**config.mk**
```make
export PLATFORM = sky130hd
export DESIGN_NAME = paren_aware_tokenizer_flat
export DESIGN_NICKNAME = d
export VERILOG_FILES = /design/src/hw/rtl/pat_pkg.sv /design/src/hw/rtl/pat_if.sv /design/src/hw/rtl/pat_csr.sv /design/src/hw/rtl/pat_core.sv /design/src/hw/rtl/paren_aware_tokenizer.sv /design/src/flat_wrapper.sv
export SDC_FILE = /design/constraint.sdc
export NUM_CORES = 1
export LEC_CHECK = 0
export ABC_CLOCK_PERIOD_IN_PS = 6500
export BUFFER_PORTS_ARGS = -buffer_cell sky130_fd_sc_hd__buf_2
export CAP_MARGIN = 15
export CORE_MARGIN = 8
export CORE_UTILIZATION = 45
export DETAILED_ROUTE_END_ITERATION = 8
export PLACE_DENSITY = 0.64
export RECOVER_POWER = 25
export REMOVE_ABC_BUFFERS = 1
export SYNTH_ARGS = -nofsm -noshare
export SYNTH_HDL_FRONTEND = slang
export SYNTH_HIERARCHICAL = 1
export SYNTH_SLANG_ARGS = --single-unit
```
**constraint.sdc**
```tcl
create_clock -name clock -period 6.5 [get_ports clock]
set_input_delay 0.65 -clock clock [delete_from_list [all_inputs] [get_ports clock]]
set_output_delay 0.65 -clock clock [all_outputs]
set_load 0.01 [all_outputs]
```
**src/hw/rtl/pat_pkg.sv**
```systemverilog
// Shared types and constants for the parenthesis-aware tokenizer.
`default_nettype none
package pat_pkg;

   localparam int LEN_W  = 13;
   localparam int MASK_W = 64;

   localparam logic [7:0] CH_LPAREN  = 8'h28;
   localparam logic [7:0] CH_RPAREN  = 8'h29;
   localparam logic [7:0] CH_NEWLINE = 8'h0A;

   localparam logic [MASK_W-1:0] MASK_LOW_RST  = 64'h0000_0001_0000_3E00;
   localparam logic [MASK_W-1:0] MASK_HIGH_RST = 64'h0;

   typedef enum logic [2:0] {
      ST_OK    = 3'd0,
      ST_EMPTY = 3'd1,
      ST_OPEN  = 3'd2,
      ST_LONG  = 3'd3,
      ST_CLOSE = 3'd4
   } tok_status_type;

   typedef enum logic [1:0] {
      CSR_MASK_LOW  = 2'd0,
      CSR_MASK_HIGH = 2'd1,
      CSR_LIMIT     = 2'd2
   } csr_index_type;

   typedef struct packed {
      logic [7:0] in_byte;
      logic       end_of_input;
   } pat_req_type;

   typedef struct packed {
      logic             is_token_end;
      logic [7:0]       out_byte;
      tok_status_type   token_status;
      logic [LEN_W-1:0] token_length;
   } pat_rsp_type;

   typedef struct packed {
      logic [MASK_W-1:0] mask_low;
      logic [MASK_W-1:0] mask_high;
      logic [LEN_W-1:0]  limit;
   } pat_cfg_type;

endpackage
`default_nettype wire

```
**src/hw/rtl/pat_if.sv**
```systemverilog
// Valid/ready channel interfaces for the tokenizer input and result streams.
`default_nettype none
interface pat_req_if import pat_pkg::*; ();
   logic        valid;
   logic        ready;
   pat_req_type payload;

   modport source (output valid, output payload, input ready);
   modport sink   (input valid, input payload, output ready);
endinterface

interface pat_rsp_if import pat_pkg::*; ();
   logic        valid;
   logic        ready;
   pat_rsp_type payload;

   modport source (output valid, output payload, input ready);
   modport sink   (input valid, input payload, output ready);
endinterface
`default_nettype wire

```
**src/hw/rtl/pat_csr.sv**
```systemverilog
// Configuration registers: delimiter masks and token length limit.
`default_nettype none
module pat_csr import pat_pkg::*; (
   input  wire logic              clock,
   input  wire logic              reset,
   input  wire logic              csr_we,
   input  wire logic [1:0]        csr_index,
   input  wire logic [MASK_W-1:0] csr_wdata,
   output pat_cfg_type            cfg
);

   pat_cfg_type cfg_ff, cfg_in;

   // register write decode
   always_comb begin
      cfg_in = cfg_ff;
      if (csr_we) begin
         unique case (csr_index)
            CSR_MASK_LOW:  cfg_in.mask_low  = csr_wdata;
            CSR_MASK_HIGH: cfg_in.mask_high = csr_wdata;
            CSR_LIMIT:     cfg_in.limit     = csr_wdata[LEN_W-1:0];
            default:       cfg_in = cfg_ff;
         endcase
      end
   end

   always_ff @(posedge clock) begin
      if (reset) begin
         cfg_ff.mask_low  <= MASK_LOW_RST;
         cfg_ff.mask_high <= MASK_HIGH_RST;
         cfg_ff.limit     <= '0;
      end else begin
         cfg_ff <= cfg_in;
      end
   end

   assign cfg = cfg_ff;

endmodule
`default_nettype wire

```
**src/hw/rtl/pat_core.sv**
```systemverilog
// Token state (depth, count, skip flag) and the per-byte decision logic.
`default_nettype none
module pat_core import pat_pkg::*; #(
   parameter int MAX_TOKEN = 4096,
   parameter int MAX_DEPTH = 255
) (
   input  wire logic         clock,
   input  wire logic         reset,
   input  wire logic         fire,
   input  wire pat_req_type  item,
   input  wire pat_cfg_type  cfg,
   output logic              res_valid,
   output pat_rsp_type       res
);

   localparam int CW = $clog2(MAX_TOKEN + 1);
   localparam int BW = (CW > LEN_W) ? CW : LEN_W;
   localparam int DW = $clog2(MAX_DEPTH + 1) + 1;
   localparam logic [BW-1:0]        TOK_MAX = BW'(MAX_TOKEN);
   localparam logic signed [DW-1:0] DEP_MAX = DW'(MAX_DEPTH);
   localparam logic signed [DW-1:0] DEP_MIN = -DW'(MAX_DEPTH);

   logic signed [DW-1:0] depth_ff, depth_in;
   logic [CW-1:0]        count_ff, count_in;
   logic                 skip_ff, skip_in;

   logic          delim;
   logic [BW-1:0] limit_b, bound, count_b;
   logic          depth_nz;

   // delimiter lookup: bytes 128 and up are never delimiters
   always_comb begin
      priority if (item.in_byte[7])
         delim = 1'b0;
      else if (item.in_byte[6])
         delim = cfg.mask_high[item.in_byte[5:0]];
      else
         delim = cfg.mask_low[item.in_byte[5:0]];
   end

   // effective length bound
   assign limit_b  = BW'(cfg.limit);
   assign bound    = (cfg.limit != '0 && limit_b < TOK_MAX) ? limit_b : TOK_MAX;
   assign count_b  = BW'(count_ff);
   assign depth_nz = (depth_ff != '0);

   // per-item decision
   always_comb begin
      depth_in  = depth_ff;
      count_in  = count_ff;
      skip_in   = skip_ff;
      res_valid = 1'b0;
      res       = '0;
      res.token_status = ST_OK;
      priority if (item.end_of_input) begin
         res_valid        = 1'b1;
         res.is_token_end = 1'b1;
         res.token_status = (count_ff == '0) ? ST_EMPTY : (depth_nz ? ST_OPEN : ST_OK);
         res.token_length = count_b[LEN_W-1:0];
         depth_in = '0;
         count_in = '0;
         skip_in  = 1'b0;
      end else if (skip_ff && delim) begin
         skip_in = 1'b1;
      end else if (item.in_byte == CH_LPAREN) begin
         skip_in = 1'b0;
         if (depth_ff < DEP_MAX) depth_in = depth_ff + DW'(1);
      end else if (item.in_byte == CH_RPAREN) begin
         skip_in = 1'b0;
         if (depth_ff > DEP_MIN) depth_in = depth_ff - DW'(1);
      end else if (depth_ff[DW-1]) begin
         // close without matching open (depth is negative)
         res_valid        = 1'b1;
         res.is_token_end = 1'b1;
         res.token_status = ST_CLOSE;
         res.token_length = count_b[LEN_W-1:0];
         depth_in = '0;
         count_in = '0;
         skip_in  = 1'b0;
      end else if (item.in_byte == CH_NEWLINE && depth_nz) begin
         skip_in = 1'b0;
      end else if (delim) begin
         res_valid        = 1'b1;
         res.is_token_end = 1'b1;
         res.token_status = depth_nz ? ST_OPEN : ST_OK;
         res.token_length = count_b[LEN_W-1:0];
         depth_in = '0;
         count_in = '0;
         skip_in  = 1'b1;
      end else if (count_b >= bound) begin
         res_valid        = 1'b1;
         res.is_token_end = 1'b1;
         res.token_status = ST_LONG;
         res.token_length = bound[LEN_W-1:0];
         depth_in = '0;
         count_in = '0;
         skip_in  = 1'b0;
      end else begin
         res_valid    = 1'b1;
         res.out_byte = item.in_byte;
         count_in     = count_ff + CW'(1);
         skip_in      = 1'b0;
      end
   end

   always_ff @(posedge clock) begin
      if (reset) begin
         depth_ff <= '0;
         count_ff <= '0;
         skip_ff  <= 1'b0;
      end else if (fire) begin
         depth_ff <= depth_in;
         count_ff <= count_in;
         skip_ff  <= skip_in;
      end
   end

endmodule
`default_nettype wire

```
**src/hw/rtl/paren_aware_tokenizer.sv**
```systemverilog
// Top level of the parenthesis-aware tokenizer.
// Input items (req_ch) carry one byte or an end-of-input mark; result items
// (rsp_ch) carry either one token byte or a token end with status and length.
// Each input item gives zero or one result item: '(' and ')' are dropped, a
// newline inside parentheses is dropped, delimiters right after a token end
// made by a delimiter are skipped. Status codes: ok, empty at end, open paren
// unbalanced, too long, unbalanced close.
// The datapath is an input register, one stage of decode and counter logic,
// and a result register. A result is presented on rsp_ch once its item has
// passed the input register and been decoded into the result register;
// one item is accepted every cycle while the result side takes them, set by
// the single token state update per cycle.
// When rsp_ch.ready is low and the result register is full, the decode stage
// holds and req_ch.ready drops once the input register is also full.
// The csr port writes the delimiter masks and the length limit; write it only
// while no item is in flight. Synchronous reset clears token state, both
// pipeline registers and the configuration to its defaults (space, TAB, LF,
// VT, FF and CR as delimiters, no extra length limit).
`default_nettype none
module paren_aware_tokenizer import pat_pkg::*; #(
   parameter int MAX_TOKEN = 4096,
   parameter int MAX_DEPTH = 255
) (
   input  wire logic              clock,
   input  wire logic              reset,
   pat_req_if.sink                req_ch,
   pat_rsp_if.source              rsp_ch,
   input  wire logic              csr_we,
   input  wire logic [1:0]        csr_index,
   input  wire logic [MASK_W-1:0] csr_wdata
);

   pat_cfg_type cfg;
   pat_req_type in_ff;
   logic        in_v_ff;
   pat_rsp_type out_ff, res;
   logic        out_v_ff, res_valid;
   logic        out_free, fire;

   pat_csr u_csr (
      .clock     (clock),
      .reset     (reset),
      .csr_we    (csr_we),
      .csr_index (csr_index),
      .csr_wdata (csr_wdata),
      .cfg       (cfg)
   );

   // handshake: decode advances when the result register can take a value
   assign out_free     = !out_v_ff || rsp_ch.ready;
   assign fire         = in_v_ff && out_free;
   assign req_ch.ready = !in_v_ff || fire;

   pat_core #(
      .MAX_TOKEN (MAX_TOKEN),
      .MAX_DEPTH (MAX_DEPTH)
   ) u_core (
      .clock     (clock),
      .reset     (reset),
      .fire      (fire),
      .item      (in_ff),
      .cfg       (cfg),
      .res_valid (res_valid),
      .res       (res)
   );

   // input register
   always_ff @(posedge clock) begin
      if (reset) begin
         in_v_ff <= 1'b0;
      end else if (req_ch.ready) begin
         in_v_ff <= req_ch.valid;
      end
      if (req_ch.ready && req_ch.valid) begin
         in_ff <= req_ch.payload;
      end
   end

   // result register
   always_ff @(posedge clock) begin
      if (reset) begin
         out_v_ff <= 1'b0;
      end else if (out_free) begin
         out_v_ff <= fire && res_valid;
      end
      if (fire && res_valid) begin
         out_ff <= res;
      end
   end

   assign rsp_ch.valid   = out_v_ff;
   assign rsp_ch.payload = out_ff;

endmodule
`default_nettype wire
```
**src/flat_wrapper.sv**
```systemverilog
// flat-port wrapper written by rule: the top's interface ports become plain ports
module paren_aware_tokenizer_flat import pat_pkg::*;
#(
   parameter int MAX_TOKEN = 4096,
   parameter int MAX_DEPTH = 255
)
  (clock, reset, csr_we, csr_index, csr_wdata, req_ch_valid, req_ch_payload, req_ch_ready, rsp_ch_valid, rsp_ch_payload, rsp_ch_ready);
  pat_req_if req_ch_i ();
  pat_rsp_if rsp_ch_i ();
  input  wire logic clock;
  input  wire logic reset;
  input  wire logic csr_we;
  input  wire logic [1:0] csr_index;
  input  wire logic [MASK_W-1:0] csr_wdata;
  input wire logic [$bits(req_ch_i.valid)-1:0] req_ch_valid;
  input wire logic [$bits(req_ch_i.payload)-1:0] req_ch_payload;
  output wire logic [$bits(req_ch_i.ready)-1:0] req_ch_ready;
  output wire logic [$bits(rsp_ch_i.valid)-1:0] rsp_ch_valid;
  output wire logic [$bits(rsp_ch_i.payload)-1:0] rsp_ch_payload;
  input wire logic [$bits(rsp_ch_i.ready)-1:0] rsp_ch_ready;
  assign req_ch_i.valid = req_ch_valid;
  assign req_ch_i.payload = req_ch_payload;
  assign req_ch_ready = req_ch_i.ready;
  assign rsp_ch_valid = rsp_ch_i.valid;
  assign rsp_ch_payload = rsp_ch_i.payload;
  assign rsp_ch_i.ready = rsp_ch_ready;
  paren_aware_tokenizer #(.MAX_TOKEN(MAX_TOKEN), .MAX_DEPTH(MAX_DEPTH)) u_core (.clock(clock), .reset(reset), .req_ch(req_ch_i), .rsp_ch(rsp_ch_i), .csr_we(csr_we), .csr_index(csr_index), .csr_wdata(csr_wdata));
endmodule
```
==> metrics.md <==
| Metric | Value |
|---|---|
| Max-slew violations | `149` |
| Power Density | `233 nW/um2` |
| Clock Skews | `0.0119 ns` |
| Synth Flop Type | `dfxtp_1` |
| H-tree depth | `4` |
| Antenna-violating nets left | `0` |
| Failing checks | `capacitance limit, slew limit` |
| Syn_area_per_cell | `10.1 um2` |
| RSZ-0062 raised after global routing | `no` |
| FMAX | `231 MHz` |
| DRT Wirelength | `25,800 um` |
| Setup Buffers After CTS | `0` |
| Placement Cell Area | `11,000 um2` |
| DRC | `0` |
| Run status | `finished, violations left` |
| Vias in the first global route | `7,611` |
| Critical Path AT | `4.52 ns` |
| CP Cell Sequence | `buf_4 -> mux2i_1 -> a22oi_1 -> and3_1 -> a31oi_1 -> and4_1 -> nor4_2 -> nor3_1 -> o311ai_0` |
| Average vias per placed instance | `5.52` |
| Clock latency on the worst-skew pair | `0.43 ns` |
| Starting Density | `46.0%` |
| Core area | `22,700 um2` |
| CP required | `6.69 ns` |
| Overall die area | `28,300 um2` |
| 1st-pass router iterations | `5` |
| CP endpoint | `u_core/u_core/depth_ff[7]` |
| Startpoint types | `flip-flop` |
| Placed Cells | `1,364` |
| Hold Vio Cnt, Final | `0` |
| Non-filler cells, final | `1,397` |
| Area Growth Syn to Fin | `10.9%` |
| CTS Sinks | `200` |
| Max clock buf depth | `2` |
| Slowest-stage cell, CP | `edfxtp_1` |
| Final worst path period need | `4.33 ns` |
| Reg2Reg Depth | `9` |
| Leakage | `4.65 nW` |
| Asr flop ratio synth | `0%` |
| Largest net degree at the start of global routing | `103` |
| Setup CP Type | `flip-flop to flip-flop` |
| Num CTS Buffers | `17` |
| R2R Setup Slk | `2.17 ns` |
| Worst path bufs/invs | `1` |
| Unique cell type count in the Yosys netlist | `67` |
| Global-route wire length before repair | `41,600 um` |
| Synth Warn # | `6` |
| Grt ovf | `0` |
| Setup crit end kind | `flip-flop` |
| Via Count | `7,707` |
| Design area | `11,600 um2` |
| Chip width | `168 um` |
| CTS tree | `done` |
| Fin nets | `1,197` |
| Gpl congestion | `0.913` |
| Worst path depth | `9` |
| Critical Path Fanout Max | `41` |
| Buffers on Ports | `106` |
| Commonest non-fill, non-tap cell in the layout | `nand2b_1` |
| Chip height | `168 um` |
| Post-CTS Hold Buffers | `0` |
| Max Cap Viol | `3` |
| R2R Path Start | `u_core/in_ff[1]` |
| Hold slack | `0.389 ns` |
| DR WL/cell | `18.4 um` |
| Post-synthesis sequential area ratio | `41.6%` |
| Worst Tran Pin Value | `3.97 ns` |
| Post-synthesis cell count | `1,033` |
| Starting DRC count in detailed routing | `588` |
| Layout cells sized above 1 | `13.2%` |
| Worst IR Drop VDD | `0.000180 V` |
| Ports | `107` |
| Number of synthesized register bits | `200` |
| Tightest Hold Check Type | `primary input to flip-flop` |
| Max incr delay on CP | `0.97 ns` |
| # setup viols final | `0` |
| Fin Setup TNS | `0 ns` |
| Fin crit share | `66.6%` |
| Row Count | `55` |
| Worst Setup SP | `u_core/in_ff[1]` |
| Mapped Area | `10,400 um2` |
| Total GRT Usage | `18.2%` |
| Most frequent cells in the layout | `nand2b_1, mux2i_1, dfxtp_1` |
| Top delay family on crit path | `simple AND/OR/NAND/NOR gates` |
| Clock Tree Root | `clkbuf_16` |
| Clock-pin slew on the worst setup and hold paths | `0.08 ns` |
| Final HPWL DP | `18,500 um` |
| R2r endpoint | `u_core/u_core/depth_ff[7]` |
| Post-synth EDFFs | `34` |
| Post-CTS Resized | `0` |
| Number of diodes | `0` |
| Initial antenna violation count | `0` |
| Tot Pwr | `2.70 mW` |
| Slew HR | `-165%` |
## sequential cells by signal (all words and copies together) (netlist names)
| signal | count |
|---|---|
| u_core/in_ff | 9 |
| u_core/in_v_ff | 1 |
| u_core/rsp_ch.payload | 25 |
| u_core/rsp_ch.valid | 1 |
| u_core/u_core/count_b | 13 |
| u_core/u_core/depth_ff | 9 |
| u_core/u_core/skip_ff | 1 |
| u_core/u_csr/cfg | 141 |
## logic make-up after synthesis
logic type / after synthesis / synth area share [%]
AOI/OAI and AO/OA: 120 / 8.81
xor gates and xnor gates: 1 / 0.0839
adders and majority gates: 18 / 2.16
buffers and inverters: 88 / 4.21
DFF: 200 / 41.6
muxes: 202 / 20.7
and+or+nand+nor: 404 / 22.4
## worst min-delay path by stage
stage / startpoint / endpoint / depth (start not counted)
floorplan: u_core/u_csr/cfg[106] / u_core/u_csr/cfg[106] / 2
global placement: u_core/u_csr/cfg[102] / u_core/u_csr/cfg[102] / 2
detailed placement: u_core/u_csr/cfg[133] / u_core/u_csr/cfg[133] / 2
CTS: req_ch_payload[8] / u_core/in_ff[8] / 1
global route: req_ch_payload[8] / u_core/in_ff[8] / 1
finish: req_ch_payload[8] / u_core/in_ff[8] / 1
## synthesized netlist by cell type (5+ instances only)
master | number | area share (%)
mux4_2 | 6 | 1.3
nand2_1 | 47 | 1.7
buf_2 | 17 | 0.81
nor2_1 | 38 | 1.4
o31ai_1 | 5 | 0.36
buf_4 | 6 | 0.43
nor2b_1 | 8 | 0.48
edfxtp_1 | 34 | 9.8
and2_1 | 11 | 0.66
o2111ai_1 | 6 | 0.50
dfxtp_1 | 166 | 32
o21a_1 | 8 | 0.58
nand3_1 | 22 | 1.1
nor3_1 | 13 | 0.62
nand4_1 | 12 | 0.72
a22o_1 | 12 | 1.0
and3_1 | 6 | 0.36
o311ai_0 | 8 | 0.67
o32ai_1 | 6 | 0.50
clkbuf_1 | 35 | 1.3
a22oi_1 | 16 | 1.2
buf_6 | 5 | 0.54
a31oi_1 | 7 | 0.42
ha_1 | 18 | 2.2
nand2b_1 | 209 | 13
a21oi_1 | 14 | 0.67
inv_1 | 22 | 0.79
mux2i_1 | 191 | 18
nor4_1 | 10 | 0.60
o21ai_0 | 9 | 0.43
or2_2 | 5 | 0.30
## per-stage QoR
step,setup slack (ns),utilization [%]
floorplan,1.16,-
global placement,1.99,48.6
detailed placement,1.89,48.6
CTS,1.83,51.1
global route,1.63,51.0
finish,2.17,51.0
## where the power goes
group | leakage [nW] | switching [mW] | internal [mW]
clock | 0.279 | 0.512 | 0.545
sequential | 1.67 | 0.0375 | 1.30
combinational | 2.70 | 0.167 | 0.129
## cell type report
type,count,area (um2)
Multi-Input combinational cell,745,5660
Timing Repair Buffer,113,554
Fill cell,2125,11100
Sequential cell,200,4340
Clock buffer,17,425
Tap cell,285,357
Inverter,22,82.6
Clock inverter,15,155
## layer usage
layer	track usage (%)	part of all wire [%]	up-vias
met2	29.8	47	228
met1	23.7	46	3613
met4	6.37	2.2	0
met3	3.23	4.5	38
li1	-	-	3828
met5	0	0	-
No activity file was read; power rests on OpenSTA's default activity.
